`src/rtl/core/cic_mass_deposit_3d_assert.svh`:
```
// ----------------------------------------------------------------------------
// Assertion macros for the cloud-in-cell deposit block
// Implication checks in the same cycle and in the next cycle.
// ----------------------------------------------------------------------------
`ifndef CIC_MASS_DEPOSIT_3D_ASSERT_SVH
`define CIC_MASS_DEPOSIT_3D_ASSERT_SVH

// Same-cycle implication, disabled during reset.
`define CMD3D_ASSERT_IMPL(lbl, clk, rst, ante, cons) \
   lbl: assert property (@(posedge clk) disable iff (rst) (ante) |-> (cons)) \
      else $error("cic deposit assertion failed");

// Next-cycle implication, disabled during reset.
`define CMD3D_ASSERT_NEXT(lbl, clk, rst, ante, cons) \
   lbl: assert property (@(posedge clk) disable iff (rst) (ante) |=> (cons)) \
      else $error("cic deposit assertion failed");

`endif

```
`src/rtl/core/cmd3d_pkg.sv`:
```
// ----------------------------------------------------------------------------
// Cloud-in-cell deposit package
// Item types, controller state, command and status groups, constants.
// ----------------------------------------------------------------------------
package cmd3d_pkg;

   localparam logic [16:0] ONE_Q16         = 17'h1_0000;
   localparam logic [31:0] SCALE_RESET     = 32'h0001_0000;
   localparam logic        FUNC_DEPOSIT    = 1'b0;
   localparam logic        FUNC_READ       = 1'b1;
   localparam logic [3:0]  CORNER_CNT_LAST = 4'd9;

   typedef struct packed {
      logic        func;
      logic [31:0] pos_x;
      logic [31:0] pos_y;
      logic [31:0] pos_z;
      logic [15:0] mass;
      logic [14:0] cell_index;
   } req_type;

   typedef struct packed {
      logic [39:0] density;
      logic        overflow;
   } rsp_type;

   typedef enum logic [7:0] {
      ST_CLEAR  = 8'b0000_0001,
      ST_IDLE   = 8'b0000_0010,
      ST_AXIS   = 8'b0000_0100,
      ST_SPLIT  = 8'b0000_1000,
      ST_CORNER = 8'b0001_0000,
      ST_RDREQ  = 8'b0010_0000,
      ST_RDWB   = 8'b0100_0000,
      ST_DONE   = 8'b1000_0000
   } state_type;

   typedef struct packed {
      logic       clear_en;
      logic       load;
      logic       axis_en;
      logic       split_en;
      logic       corner_en;
      logic [2:0] corner;
      logic       rd_issue;
      logic       rd_wb;
      logic       done;
   } cmd_type;

   typedef struct packed {
      logic clear_last;
      logic rsp_free;
   } sts_type;

endpackage

```
`src/rtl/core/cmd3d_ctrl.sv`:
```
// ----------------------------------------------------------------------------
// Cloud-in-cell deposit controller
// Sequences the clearing pass, deposit corners and read-and-clear items.
// ----------------------------------------------------------------------------
module cmd3d_ctrl import cmd3d_pkg::*; (
   input  logic    clock,
   input  logic    reset,
   input  logic    req_valid,
   input  logic    req_func,
   output logic    req_stall,
   input  sts_type sts,
   output cmd_type cmd
);

   state_type  state_ff, state_in;
   logic [3:0] cnt_ff, cnt_in;

   always_comb begin
      state_in  = state_ff;
      cnt_in    = cnt_ff;
      cmd       = '0;
      req_stall = 1'b1;
      case (state_ff)
         ST_CLEAR: begin
            cmd.clear_en = 1'b1;
            if (sts.clear_last) begin
               state_in = ST_IDLE;
            end
         end
         ST_IDLE: begin
            req_stall = 1'b0;
            if (req_valid) begin
               cmd.load = 1'b1;
               state_in = (req_func == FUNC_READ) ? ST_RDREQ : ST_AXIS;
            end
         end
         ST_AXIS: begin
            cmd.axis_en = 1'b1;
            state_in    = ST_SPLIT;
         end
         ST_SPLIT: begin
            cmd.split_en = 1'b1;
            cnt_in       = '0;
            state_in     = ST_CORNER;
         end
         ST_CORNER: begin
            cmd.corner_en = ~cnt_ff[3];
            cmd.corner    = cnt_ff[2:0];
            cnt_in        = cnt_ff + 4'd1;
            if (cnt_ff == CORNER_CNT_LAST) begin
               state_in = ST_DONE;
            end
         end
         ST_RDREQ: begin
            cmd.rd_issue = 1'b1;
            state_in     = ST_RDWB;
         end
         ST_RDWB: begin
            cmd.rd_wb = 1'b1;
            state_in  = ST_DONE;
         end
         ST_DONE: begin
            if (sts.rsp_free) begin
               cmd.done = 1'b1;
               state_in = ST_IDLE;
            end
         end
         default: begin
            state_in = ST_CLEAR;
         end
      endcase
   end

   always_ff @(posedge clock) begin
      if (reset) begin
         state_ff <= ST_CLEAR;
         cnt_ff   <= '0;
      end else begin
         state_ff <= state_in;
         cnt_ff   <= cnt_in;
      end
   end

endmodule

```
`config.mk`:
```
export PLATFORM = sky130hd
export DESIGN_NAME = cmd3d_ctrl
export DESIGN_NICKNAME = d
export VERILOG_FILES = /design/src/rtl/core/cic_mass_deposit_3d_assert.svh /design/src/rtl/core/cmd3d_pkg.sv /design/src/rtl/core/cmd3d_ctrl.sv
export SDC_FILE = /design/constraint.sdc
export NUM_CORES = 1
export LEC_CHECK = 0
export BUFFER_PORTS_ARGS = -buffer_cell sky130_fd_sc_hd__buf_2
export CAP_MARGIN = 20
export CELL_PAD_IN_SITES_DETAIL_PLACEMENT = 0
export CELL_PAD_IN_SITES_GLOBAL_PLACEMENT = 1
export CORE_MARGIN = 10
export CORE_UTILIZATION = 37
export DETAILED_ROUTE_END_ITERATION = 8
export GPL_TIMING_DRIVEN = 1
export PLACE_DENSITY = 0.8
export SYNTH_ARGS = -nofsm -noshare
export SYNTH_HDL_FRONTEND = slang
export SYNTH_SLANG_ARGS = --single-unit
```
`constraint.sdc`:
```
create_clock -name clock -period 2.3 [get_ports clock]
set_input_delay 0.115 -clock clock [delete_from_list [all_inputs] [get_ports clock]]
set_output_delay 0.115 -clock clock [all_outputs]
set_load 0.05 [all_outputs]
```
# --- Word-level counts from Yosys, hierarchy flattened ---
# Index checks and enable logic that the tools add are counted.
word_totals:
  input_bits: 6
  register_bits: 12
  output_inout_bits: 12
classes:
  mux: 18
  eq_ne: 13
  n_bitwise: 1
  addsub: 1
  n_reduce_logical: 2
op_table:
  columns: ["cell", "n"]
  rows:
  - ["8-bit one-hot mux with 8 select lines", 1]
  - ["8-bit 2-to-1 mux", 4]
  - ["1-bit 2-to-1 mux", 10]
  - ["8-bit by 1-bit == test with 1-bit output, second input constant", 1]
  - ["8-bit by 2-bit == test with 1-bit output, second input constant", 1]
  - ["8-bit by 3-bit == test with 1-bit output, second input constant", 1]
  - ["8-bit by 4-bit == test with 1-bit output, second input constant", 1]
  - ["8-bit by 5-bit == test with 1-bit output, second input constant", 1]
  - ["8-bit by 6-bit == test with 1-bit output, second input constant", 1]
  - ["8-bit by 7-bit == test with 1-bit output, second input constant", 1]
  - ["8-bit == test, second input constant", 1]
  - ["2-bit inequality test, second input constant", 4]
  - ["4-bit one-hot mux with 2 select lines", 1]
  - ["6-bit 2-to-1 mux", 1]
  - ["4-bit by 1-bit adder with 4-bit output, second input constant", 1]
  - ["4-bit == test, second input constant", 1]
  - ["4-bit 2-to-1 mux", 1]
  - ["4-bit AND reduction", 1]
  - ["2-bit nonzero test", 1]
  - ["1-bit inverter", 1]

# --- Logic depth before layout (Yosys ltp) ---
# Gate-level depths: netlist (run 1).
logic_depth:
  ltp_word: 3
  mapped_depth: 6
  mapped_depth_nobuf: 6

# --- Worst setup path after synthesis (run 1) ---
# OpenSTA, ideal clock, no wires.
synth_path:
  path_type: "reg-to-reg"
  startpoint: "reg state_ff[4]"
  endpoint: "reg state_ff[0]"
  synth_period_minus_slack_ps: 2664
  arrival_time_ps: 2542
  path_stages_with_launch: 6
  setup_time_ps: 122
  required_ps: 2178
  n_path_buf: 1
  path_slack_ps: -364
  cell_sequence: "dfxtp_1 > buf_6 > or4_4 > nor4_2 > and3b_1 > a311o_1"
synth_via:
  elab_chain_cells: 3
synth_rtl:
  columns: ["item", "line_no", "rtl"]
  rows:
  - ["start: declaration", "cmd3d_ctrl.sv:15", "state_type state_ff, state_in;"]
  - ["start signal: assignment", "cmd3d_ctrl.sv:79", "state_ff <= state_in;"]
  - ["8-bit by 5-bit == test with 1-bit output, or another cell as far along", "cmd3d_ctrl.sv:23", "case (state_ff)"]
  - ["2-bit inequality test (no line)", null, null]
  - ["4-bit AND reduction (no line)", null, null]
# Several ways; a longest one is shown, not always the timed one.
# A chain may end at the register's enable or synchronous reset.

==> run summary, run 1 <==
WP data required - 2.18 ns
GRT Residual Overflow - 0
Reg2reg start - state_ff[4]$_SDFFE_PP0P_
Crit path from - state_ff[4]$_SDFFE_PP0P_
Site row count - 16
Final instance area - 884.6 sq um
R2R setup slack - 0.27 ns
Largest net degree at the start of global routing - 12
Lkg Pwr - 0.3697 nW
Slew Viols, Final - 0
I/O Pins - 18
Sum of routed wire segments on met1 - 775 microns
Peak supply drop - 0.0004210 V
Period utilization - 96.53%
Yosys warnings - 0
Wire per inst - 13.02 microns
Nets - 115
Unique cell type count in the Yosys netlist - 36
Router iterations before antenna repair - 4
Worst hold stages - 2
Worst Setup Start Kind - register
Clk slew on worst S/H paths - 0.08 ns
DR vias - 692
Initial antenna violation count - 0
Layout area overhead - 21.06%
Share of the synthesized area in the top cell type - 32.88%
DR WL met2 - 841 microns
Worst stage delay on the critical path - 0.59 ns
Post-synthesis sequential area ratio - 32.88%
Post-DR vias/cell - 5.203
Mapped Nets - 96
Hold_sp - req_func
All-layer global routing usage - 8.967%
Setup violators final - 0
CP delay by family, top - simple AND/OR/NAND/NOR gates
Cell Area, Placed - 845.8 sq um
# clock sinks - 12
Routed Antenna Nets - 0
Max-Cap Viols - 0
DRC Markers - 0
WP data arrival - 2.11 ns
Core Area - 1922 sq um
Crit path max fanout - 8
Mean Syn Cell Area - 8.303 sq um
Cell mode on critical path - or4_4
Drt initial violations - 17
FF-to-FF End - state_ff[0]$_SDFFE_PP1P_
H-tree depth - 1
Clock Latency Late Sink - 0.29 ns
Antenna fix cells - 0
Chip Height - 64.44 microns
WL final - 1.732 mm
Slowest stage cell on the critical path - or4_4
Placer Congestion - 0.7604
HPWL after DPL - 1.372 mm
Critical path capture point type - output port
Worst Hold Class - primary input to register
Rel. slew slack - 63.09%
Hold endpoint - state_ff[2]$_SDFFE_PP0P_
Buf+Inv Stages, Crit Path - 2
Share of layout cells above drive strength 1 - 28.30%
Run status - finished, final reports clean
R2R depth - 5
Final Instance Count excl. Fillers - 133
Number of global-route vias before repair - 659
Clock skew - 0.009461 ns
Placed insts - 129
Metal3 WL - 75 microns
First-pass GRT wire length - 2.994 mm
Post-Syn Instances - 88
Synth area leaders - dfxtp_1 (33%), nor2_1 (5.1%), nand4b_1 (3.6%)
Worst Tran Pin Value - 0.5460 ns
Commonest non-fill, non-tap cell in the layout - buf_2
Number of post-CTS setup repair buffers - 0
Tmin final - 2.220 ns
CTS Buffer Depth - 2
Highest Signal Layer - met4
Critical path class - register to output port
TritonCTS clock tree - built
CP cell instances - or4_4 > or4_4 > clkinv_4 > clkbuf_4
I/O Buffers - 17
Die width - 64.44 microns
Final Hold Fails - 0
Clock Root Buffer - clkbuf_4
Fmax - 450.4 MHz
TritonCTS Buffers - 3
Leading area contributor after synthesis - dfxtp_1
Commonest cells after routing, fill and taps aside - buf_2 (16), dfxtp_1 (12), nor2_1 (9)
Die area - 4153 sq um
Yosys reg bits - 12
Unrepaired setup endpoints after global routing - false
Pwr dens - 718.2 nW/um^2
Mapped cell area - 730.7 sq um
Initial Util - 38.02%
[sequential cells by signal (all words and copies together) (netlist names)]
name      count
state_ff      8
cnt_ff        4
[stage by stage]
stage | hold WS (ns) | setup slack, ns | total power (W) | util [%] | setup TNS, ns
CTS | 0.01031 | 0.03250 | 0.0006421 | 45.90 | 0
detailed placement | 0.3126 | 0.2787 | 0.0004692 | 44.01 | 0
global route | 0.02255 | 0.01630 | 0.0006674 | 46.03 | 0
global placement | 0.3071 | 0.3194 | 0.0004722 | 44.01 | 0
floorplan | 0.1943 | -0.009146 | 0.0004151 | - | -0.009146
finish | 0.01916 | 0.07991 | 0.0006353 | 46.03 | 0
[cell usage after synthesis]
| cell type | n |
|---|---|
| dfxtp_1 | 12 |
| a21oi_2 | 1 |
| nor2b_1 | 1 |
| clkinv_4 | 1 |
| nand4b_1 | 3 |
| nor2_1 | 10 |
| xnor2_1 | 3 |
| nor3b_1 | 2 |
| and3_1 | 3 |
| nor4_1 | 2 |
| or4_4 | 2 |
| inv_1 | 6 |
| o211ai_1 | 3 |
| and3b_1 | 1 |
| a311oi_1 | 1 |
| nand2_1 | 3 |
| nand3_1 | 3 |
| a31oi_1 | 1 |
| nor4b_1 | 2 |
| clkbuf_1 | 2 |
| nor4_2 | 1 |
| nor3_1 | 4 |
| and4b_1 | 1 |
| or3_1 | 1 |
| xor2_1 | 1 |
| nand4_1 | 1 |
| a21oi_1 | 5 |
| buf_4 | 1 |
| buf_1 | 1 |
| nand3b_1 | 1 |
| a311o_1 | 1 |
| and2b_2 | 1 |
| nand2b_1 | 3 |
| and2_1 | 1 |
| ha_1 | 2 |
| buf_6 | 1 |
[worst reg2reg max path, stage by stage, from the launching register on]
cell and delay, ns:
dfxtp_1 0.38, or4_4 0.59, or4_4 0.54, clkinv_4 0.09, a21oi_2 0.03, a311o_1 0.30
[power by group]
group / internal (W) / switching, W / leakage (nW)
clock network: 0.0000966 / 0.0000742 / 0.0210
registers: 0.000223 / 0.0000336 / 0.0972
logic: 0.0000738 / 0.000134 / 0.251
[cells by family after synthesis]
group	synth area share, %
AO/OA/AOI/OAI	11.13
XOR/XNOR	4.795
adder cells (fa/ha/maj)	3.424
buffers and inverters	8.391
flip-flops	32.88
AND/OR/NAND/NOR	39.39
[how the worst max path moves through the flow]
stage	to	slack [ns]	depth (start not counted)
2_1_floorplan	state_ff[0]$_SDFFE_PP1P_	-0.009	5
3_3_place_gp	state_ff[0]$_SDFFE_PP1P_	0.32	5
3_5_place_dp	state_ff[0]$_SDFFE_PP1P_	0.28	5
4_1_cts	cmd[7]	0.03	4
5_1_grt	cmd[7]	0.02	4
6_report	cmd[7]	0.08	4
[timing repair]
item,in CTS,in global routing
gates resized for setup,0,1
hold buffers,0,0
endpoints found under the hold margin,0,0
setup endpoints to repair,0,1
[layer usage]
layer | GRT usage (%) | vias to the layer above
met5 | 0 | -
met3 | 3.608 | 5
met1 | 9.725 | 324
li1 | - | 354
met2 | 14.16 | 9
met4 | 5.882 | 0
[cell type report]
type | count | area (sq um)
Inverter | 7 | 31.28
Sequential cell | 12 | 240.2
Timing Repair Buffer | 19 | 102.6
Tap cell | 27 | 33.78
Fill cell | 218 | 1037
Multi-Input combinational cell | 64 | 440.4
Clock buffer | 4 | 36.28
Power figures use the tool's default switching activity.
==> run 2, diff against run 1 <==
--- a/config.mk
+++ b/config.mk
@@ -11,6 +11,7 @@
 export CELL_PAD_IN_SITES_GLOBAL_PLACEMENT = 1
 export CORE_MARGIN = 10
 export CORE_UTILIZATION = 37
+export CTS_BUF_LIST = sky130_fd_sc_hd__clkbuf_16
 export DETAILED_ROUTE_END_ITERATION = 8
 export GPL_TIMING_DRIVEN = 1
 export PLACE_DENSITY = 0.8
==> run 2 against run 1 <==
Compared with the run above: worst setup slack better by 0.023 ns; final cell count stayed put; final area increased by 4.5%.
==> run summary, run 2 (synthesized netlist as in run 1, its figures left out) <==
Largest registers - state_ff: 8 flops, cnt_ff: 4 flops
Clock Latency Late Sink - 0.24 ns (-0.05 ns)
Final Hold Fails - 0 (unchanged)
All-layer global routing usage - 9.211% (+0.24 points)
Wire per inst - 13.05 microns (+0.23%)
Share of layout cells above drive strength 1 - 27.36% (-0.94 points)
Comb pwr share - 26.5% (-6.3 points)
DRC Markers - 0 (unchanged)
Worst Setup Start Kind - register
Die area - 4153 sq um (unchanged)
Clk network pwr share - 40.7% (+14 points)
Tmin final - 2.197 ns (-0.02295 ns)
Router iterations before antenna repair - 4 (unchanged)
Drt initial violations - 12 (-5)
Critical path class - register to output port
Clock Root Buffer - clkbuf_16
Reg power frac - 32.8% (-7.6 points)
First-pass GRT wire length - 3.001 mm (+0.23%)
WP data required - 2.18 ns (about the same)
Area of the multi-input gates - 440.4 sq um (unchanged)
Met2 usage - 14.29% (+0.12 points)
Post-DR vias/cell - 5.203 (unchanged)
# clock sinks - 12 (unchanged)
Number of post-CTS setup repair buffers - 0 (unchanged)
FF+latch area - 240.2 sq um (unchanged)
Fillers - 211 (-3.2%)
Run status - finished, final reports clean
Critical path capture point type - output port
Period utilization - 95.53% (-1.0 points)
WL final - 1.736 mm (+0.23%)
Largest net degree at the start of global routing - 12 (unchanged)
HPWL after DPL - 1.372 mm (unchanged)
Cell Area, Placed - 845.8 sq um (unchanged)
Die width - 64.44 microns (unchanged)
Clock skew - 0.007252 ns (-0.002209 ns)
GRT Residual Overflow - 0 (unchanged)
Number of global-route vias before repair - 657 (-0.30%)
Worst Tran Pin Value - 0.5559 ns (+0.009926 ns)
Setup violators final - 0 (unchanged)
Lkg Pwr - 0.3879 nW (+4.9%)
CTS Buffer Depth - 2 (unchanged)
Core Area - 1922 sq um (unchanged)
Register with the most flip-flops - state_ff
Clk slew on worst S/H paths - 0.05 ns (-0.03 ns)
Grt met3 use - 4.639% (+1.0 points)
Commonest non-fill, non-tap cell in the layout - buf_2
Worst Hold Class - primary input to register
Sw Share - 33.00% (-5.1 points)
Max reg flops - 8 (unchanged)
Slew Viols, Final - 0 (unchanged)
Global route hottest layer - met2
Layout area overhead - 26.54%
Cts repair resizes - 0 (unchanged)
I/O Pins - 18 (unchanged)
Site row count - 16 (unchanged)
Peak supply drop - 0.0007625 V (+81%)
Antenna fix cells - 0 (unchanged)
Unrepaired setup endpoints after global routing - false
Crit path max fanout - 8 (unchanged)
R2R setup slack - 0.28 ns (about the same)
Commonest cells after routing, fill and taps aside - buf_2 (17), dfxtp_1 (12), nor2_1 (9)
Rel. slew slack - 62.42% (-0.67 points)
Chip Height - 64.44 microns (unchanged)
Final instance area - 924.6 sq um (+4.5%)
P_int - 0.0005267 W (+34%)
Met1 Use GR - 9.725% (unchanged)
Final worst setup slack - 0.1029 ns (+0.02295 ns)
Switch Pwr - 0.0002595 W (+7.2%)
WP data arrival - 2.08 ns (-0.03 ns)
DR vias - 692 (unchanged)
TritonCTS clock tree - built
Placer Congestion - 0.7604 (unchanged)
Pre-CTS setup slack - 0.2787 ns (unchanged)
Max-Cap Viols - 0 (unchanged)
Initial Util - 38.02% (unchanged)
Pwr dens - 850.3 nW/um^2 (+18%)
I/O Buffers - 17 (unchanged)
TritonCTS Buffers - 3 (unchanged)
Hold_buf cts - 0 (unchanged)
Initial antenna violation count - 0 (unchanged)
Routed Antenna Nets - 0 (unchanged)
Fmax - 455.1 MHz (+1.0%)
Nets - 115 (unchanged)
H-tree depth - 1 (unchanged)
## run 2: stage by stage
step | utilization, % | hold slack, ns | std cells | power (W) | TNS, ns
global route | 48.11 | 0.07492 | 133 | 0.0008197 | 0
detailed placement | 44.01 | 0.3126 | 129 | 0.0004692 | 0
finish | 48.11 | 0.06566 | 133 | 0.0007862 | 0
CTS | 48.11 | 0.06184 | 133 | 0.0007929 | 0
floorplan | - | 0.1943 | 88 | 0.0004151 | -0.009146
global placement | 44.01 | 0.3071 | 129 | 0.0004722 | 0
## run 2: path summary, 6_finish.rpt
kind	start	endpoint	cells past startpoint
min reg2reg	cnt_ff[1]$_SDFFE_PP0P_	cnt_ff[1]$_SDFFE_PP0P_	2
max reg2reg	state_ff[4]$_SDFFE_PP0P_	state_ff[0]$_SDFFE_PP1P_	5
max	state_ff[4]$_SDFFE_PP0P_	cmd[7]	4
min	req_func	state_ff[2]$_SDFFE_PP0P_	2
## run 2: worst max-delay path: stages (launching register included)
cell,delay (ns)
dfxtp_1,0.37
or4_4,0.59
or4_4,0.54
clkinv_4,0.08
buf_2,0.26
## run 2: power by group through the flow
| stage | logic (W) | registers [W] | clock network [W] |
|---|---|---|---|
| 3_5_place_dp | 0.000209 | 0.000260 | 0 |
| 5_1_grt | 0.000225 | 0.000261 | 0.000334 |
| 6_report | 0.000208 | 0.000258 | 0.000320 |
| 2_1_floorplan | 0.000163 | 0.000252 | 0 |
| 4_1_cts | 0.000209 | 0.000257 | 0.000327 |
| 3_3_place_gp | 0.000212 | 0.000260 | 0 |
## run 2: cell type report
cell class	instances	area share (%)
Multi-Input combinational cell	64	47.63
Sequential cell	12	25.98
Timing Repair Buffer	19	10.83
Clock buffer	3	8.119
Tap cell	27	3.654
Inverter	7	3.383
Clock inverter	1	0.4060
## run 2: routing by layer
| metal | vias up | wire [microns] |
|---|---|---|
| met5 | - | 0 |
| met4 | 0 | 44 |
| met3 | 4 | 90 |
| met2 | 11 | 834 |
| met1 | 322 | 767 |
| li1 | 355 | - |
==> run 3, diff against run 2 <==
--- a/config.mk
+++ b/config.mk
@@ -5,16 +5,18 @@
 export SDC_FILE = /design/constraint.sdc
 export NUM_CORES = 1
 export LEC_CHECK = 0
+export ABC_AREA = 1
 export BUFFER_PORTS_ARGS = -buffer_cell sky130_fd_sc_hd__buf_2
 export CAP_MARGIN = 20
 export CELL_PAD_IN_SITES_DETAIL_PLACEMENT = 0
 export CELL_PAD_IN_SITES_GLOBAL_PLACEMENT = 1
+export CORE_ASPECT_RATIO = 0.9
 export CORE_MARGIN = 10
-export CORE_UTILIZATION = 37
+export CORE_UTILIZATION = 32
 export CTS_BUF_LIST = sky130_fd_sc_hd__clkbuf_16
 export DETAILED_ROUTE_END_ITERATION = 8
 export GPL_TIMING_DRIVEN = 1
-export PLACE_DENSITY = 0.8
+export PLACE_DENSITY = 0.77
 export SYNTH_ARGS = -nofsm -noshare
 export SYNTH_HDL_FRONTEND = slang
 export SYNTH_SLANG_ARGS = --single-unit
==> constraint.sdc (replaced) <==
create_clock -name clock -period 2 [get_ports clock]
set_input_delay 0.1 -clock clock [delete_from_list [all_inputs] [get_ports clock]]
set_output_delay 0.1 -clock clock [all_outputs]
set_load 0.05 [all_outputs]
==> run 3 against run 2 <==
Compared with the run above: wire length rose by 2.1%; via count rose by 9.4%; sequential cell count did not move; final area rose by 3.5%; worst setup slack improved by 0.33 ns; clock skew fell by 0.00069 ns; register-to-register slack improved by 0.38 ns; sequential power rose by 17%; highest routed layer unchanged; first-iteration DRC count rose to 2.9 times the previous value; clock power rose by 12%; largest power group is now combinational logic; core utilization fell by 5.0 points.
==> run summary, run 3 <==
Die area - 4741 sq um (+14%)
Critical path class - register to output port
Yosys reg bits - 12 (unchanged)
I/O Pins - 18 (unchanged)
Fmax - 636.3 MHz
Nets - 147 (+28%)
Initial antenna violation count - 0 (unchanged)
Layout area overhead - 25.41%
Largest net degree at the start of global routing - 11 (-1)
Cts repair resizes - 0 (unchanged)
Clk slew on worst S/H paths - 0.04 ns (about the same)
H-tree depth - 1 (unchanged)
Fillers - 232 (+10%)
HPWL after DPL - 1.450 mm (+5.7%)
Run status - finished, final reports clean
Synth cell count leaders - inv_1 (22), nor2_1 (20), nand2_1 (18)
TritonCTS Buffers - 3 (unchanged)
WP data required - 1.90 ns (-0.28 ns)
Antenna fix cells - 0 (unchanged)
Comb pwr share - 39.0% (+13 points)
Worst Setup Start Kind - register
Max reg flops - 8 (unchanged)
Reg power frac - 27.9% (-4.9 points)
Lkg Pwr - 0.5579 nW (+44%)
Unrepaired setup endpoints after global routing - false
Commonest cells after routing, fill and taps aside - inv_1 (22), nor2_1 (20), nand2_1 (18)
Pwr dens - 1126 nW/um^2 (+32%)
Clk network pwr share - 33.1% (-7.6 points)
Worst stage delay on the critical path - 0.30 ns (-0.29 ns)
Hold_sp - reset
Mapped cell area - 763.2 sq um (+4.5%)
Drt initial violations - 35 (+23)
Commonest non-fill, non-tap cell in the layout - inv_1
Cell Area, Placed - 882.1 sq um (+4.3%)
Setup violators final - 0 (unchanged)
Initial Util - 34.35% (-3.7 points)
Routed Antenna Nets - 0 (unchanged)
Slowest stage cell on the critical path - dfxtp_1
Router iterations before antenna repair - 4 (unchanged)
Setup TNS - 0 ns (unchanged)
Pwr Total - 0.001078 W (+37%)
Clock skew - 0.006562 ns (-0.0006894 ns)
Hold_buf cts - 0 (unchanged)
Switch Pwr - 0.0004283 W (+65%)
Post-DR vias/cell - 4.616 (-11%)
CP cell instances - inv_1 > nand2_2 > nor2_8 > nand2_4 > nor2_1 > buf_2
Cell with the most instances after synthesis - inv_1
P_int - 0.0006500 W (+23%)
WP data arrival - 1.47 ns (-0.61 ns)
Largest registers - state_ff: 8 flops, cnt_ff: 4 flops
Share of the synthesized area in the top cell type - 31.48% (-1.4 points)
Sw Share - 39.72% (+6.7 points)
Placer Congestion - 0.8310 (+9.3%)
All-layer global routing usage - 7.765% (-1.4 points)
Worst Hold Class - primary input to register
Period utilization - 78.58%
R2R setup slack - 0.66 ns (+0.38 ns)
Post-synthesis sequential area ratio - 31.48% (-1.4 points)
Core Area - 2222 sq um (+16%)
First-pass GRT wire length - 2.980 mm (-0.70%)
Unique cell type count in the Yosys netlist - 20 (-44%)
Clock Latency Late Sink - 0.24 ns (about the same)
Clock Root Buffer - clkbuf_16
Worst hold stages - 2 (unchanged)
Hold endpoint - cnt_ff[1]$_SDFFE_PP0P_
Site row count - 16 (unchanged)
Crit path max fanout - 10 (+2)
Slew Viols, Final - 0 (unchanged)
Leading area contributor after synthesis - dfxtp_1
FF-to-FF End - state_ff[7]$_SDFFE_PP0P_
DR vias - 757 (+9.4%)
Reg2reg start - cnt_ff[0]$_SDFFE_PP0P_
Post-synth EDFFs - 0 (unchanged)
GRT Residual Overflow - 0 (unchanged)
I/O Buffers - 17 (unchanged)
R2R depth - 8 (+3)
Max-Cap Viols - 0 (unchanged)
Wire per inst - 10.80 microns (-17%)
DRC Markers - 0 (unchanged)
Register with the most flip-flops - state_ff
Post-synth ARST share - 0% (unchanged)
Peak supply drop - 0.0007085 V (-7.1%)
CP delay by family, top - simple AND/OR/NAND/NOR gates
Share of layout cells above drive strength 1 - 27.74% (+0.38 points)
Buf+Inv Stages, Crit Path - 2 (unchanged)
WL final - 1.772 mm (+2.1%)
Top FF cell, synth - dfxtp_1
Mean Syn Cell Area - 6.523 sq um (-21%)
# clock sinks - 12 (unchanged)
Synth area leaders - dfxtp_1 (31%), inv_1 (11%), nor2_1 (9.8%)
Chip Height - 66.33 microns (+2.9%)
TritonCTS clock tree - built
Post-layout util - 43.07% (-5.0 points)
Post-Syn Instances - 117 (+33%)
CTS Buffer Depth - 2 (unchanged)
Mapped Nets - 125 (+30%)
Number of global-route vias before repair - 672 (+2.3%)
Number of post-CTS setup repair buffers - 0 (unchanged)
Worst Tran Pin Value - 0.2586 ns (-0.2974 ns)
Final instance area - 957.2 sq um (+3.5%)
Critical path capture point type - output port
Rel. slew slack - 82.88% (+20 points)
Tmin final - 1.572 ns
Yosys warnings - 0 (unchanged)
Final Hold Fails - 0 (unchanged)
Die width - 71.48 microns (+11%)
## run 3: cell types whose count changed in the layout (fill, tap and decap cells not counted), sizes merged, moves of 3 or more
cell,before,now
and3,3,0
inv,6,28
nand2,3,22
nand2b,3,0
nand3,3,11
nand4,1,5
nand4b,3,0
nor2,10,24
nor4,3,0
o211ai,3,0
xnor2,3,0
## run 3: power by group through the flow
stage	clock, W	sequential [W]	combinational [W]
3_5_place_dp	0	0.000305	0.000421
6_report	0.000357	0.000301	0.000420
3_3_place_gp	0	0.000304	0.000423
4_1_cts	0.000362	0.000301	0.000423
5_1_grt	0.000377	0.000304	0.000464
2_1_floorplan	0	0.000300	0.000341
## run 3: worst max path at each step
stage | cells past startpoint | startpoint | slack [ns] | to
finish | 6 | state_ff[2]$_SDFFE_PP0P_ | 0.43 | cmd[3]
global route | 6 | state_ff[7]$_SDFFE_PP0P_ | 0.28 | cmd[9]
CTS | 6 | state_ff[2]$_SDFFE_PP0P_ | 0.42 | cmd[3]
detailed placement | 8 | cnt_ff[0]$_SDFFE_PP0P_ | 0.65 | state_ff[7]$_SDFFE_PP0P_
global placement | 8 | cnt_ff[0]$_SDFFE_PP0P_ | 0.63 | state_ff[7]$_SDFFE_PP0P_
floorplan | 5 | state_ff[7]$_SDFFE_PP0P_ | 0.13 | cmd[9]
## run 3: metrics by stage
step,cells,worst slack (ns),hold WS [ns]
after detailed placement,161,0.6488,0.3571
final,164,0.4285,0.1210
after CTS,164,0.4163,0.1137
after global placement,161,0.6325,0.3598
after global routing,164,0.2834,0.1161
after floorplan,117,0.1281,0.1624
## run 3: logic make-up (layout without fill, tap and decap cells)
family / count (synthesis) / count (layout) / synth area share (%)
simple gates: 68 / 68 / 45.90
buf+inv: 28 / 48 / 13.77
flops: 12 / 12 / 31.48
compound gates: 7 / 7 / 5.574
fa+ha+maj: 2 / 2 / 3.278
## run 3: layer usage
metal,GRT usage (%),up-vias,wire length [microns]
li1,-,404,-
met1,9.370,332,865
met2,11.12,16,731
met3,3.904,5,152
met4,3.623,0,23
met5,0,-,0
## run 3: layout make-up
type / instances / area, sq um / area share (%)
flip-flops and latches: 12 / 240.2 / 25.10
repair buffers: 17 / 85.08 / 8.889
multi-input cells: 77 / 417.9 / 43.66
inverters: 28 / 105.1 / 10.98
well taps: 27 / 33.78 / 3.529
clock buffers: 3 / 75.07 / 7.843
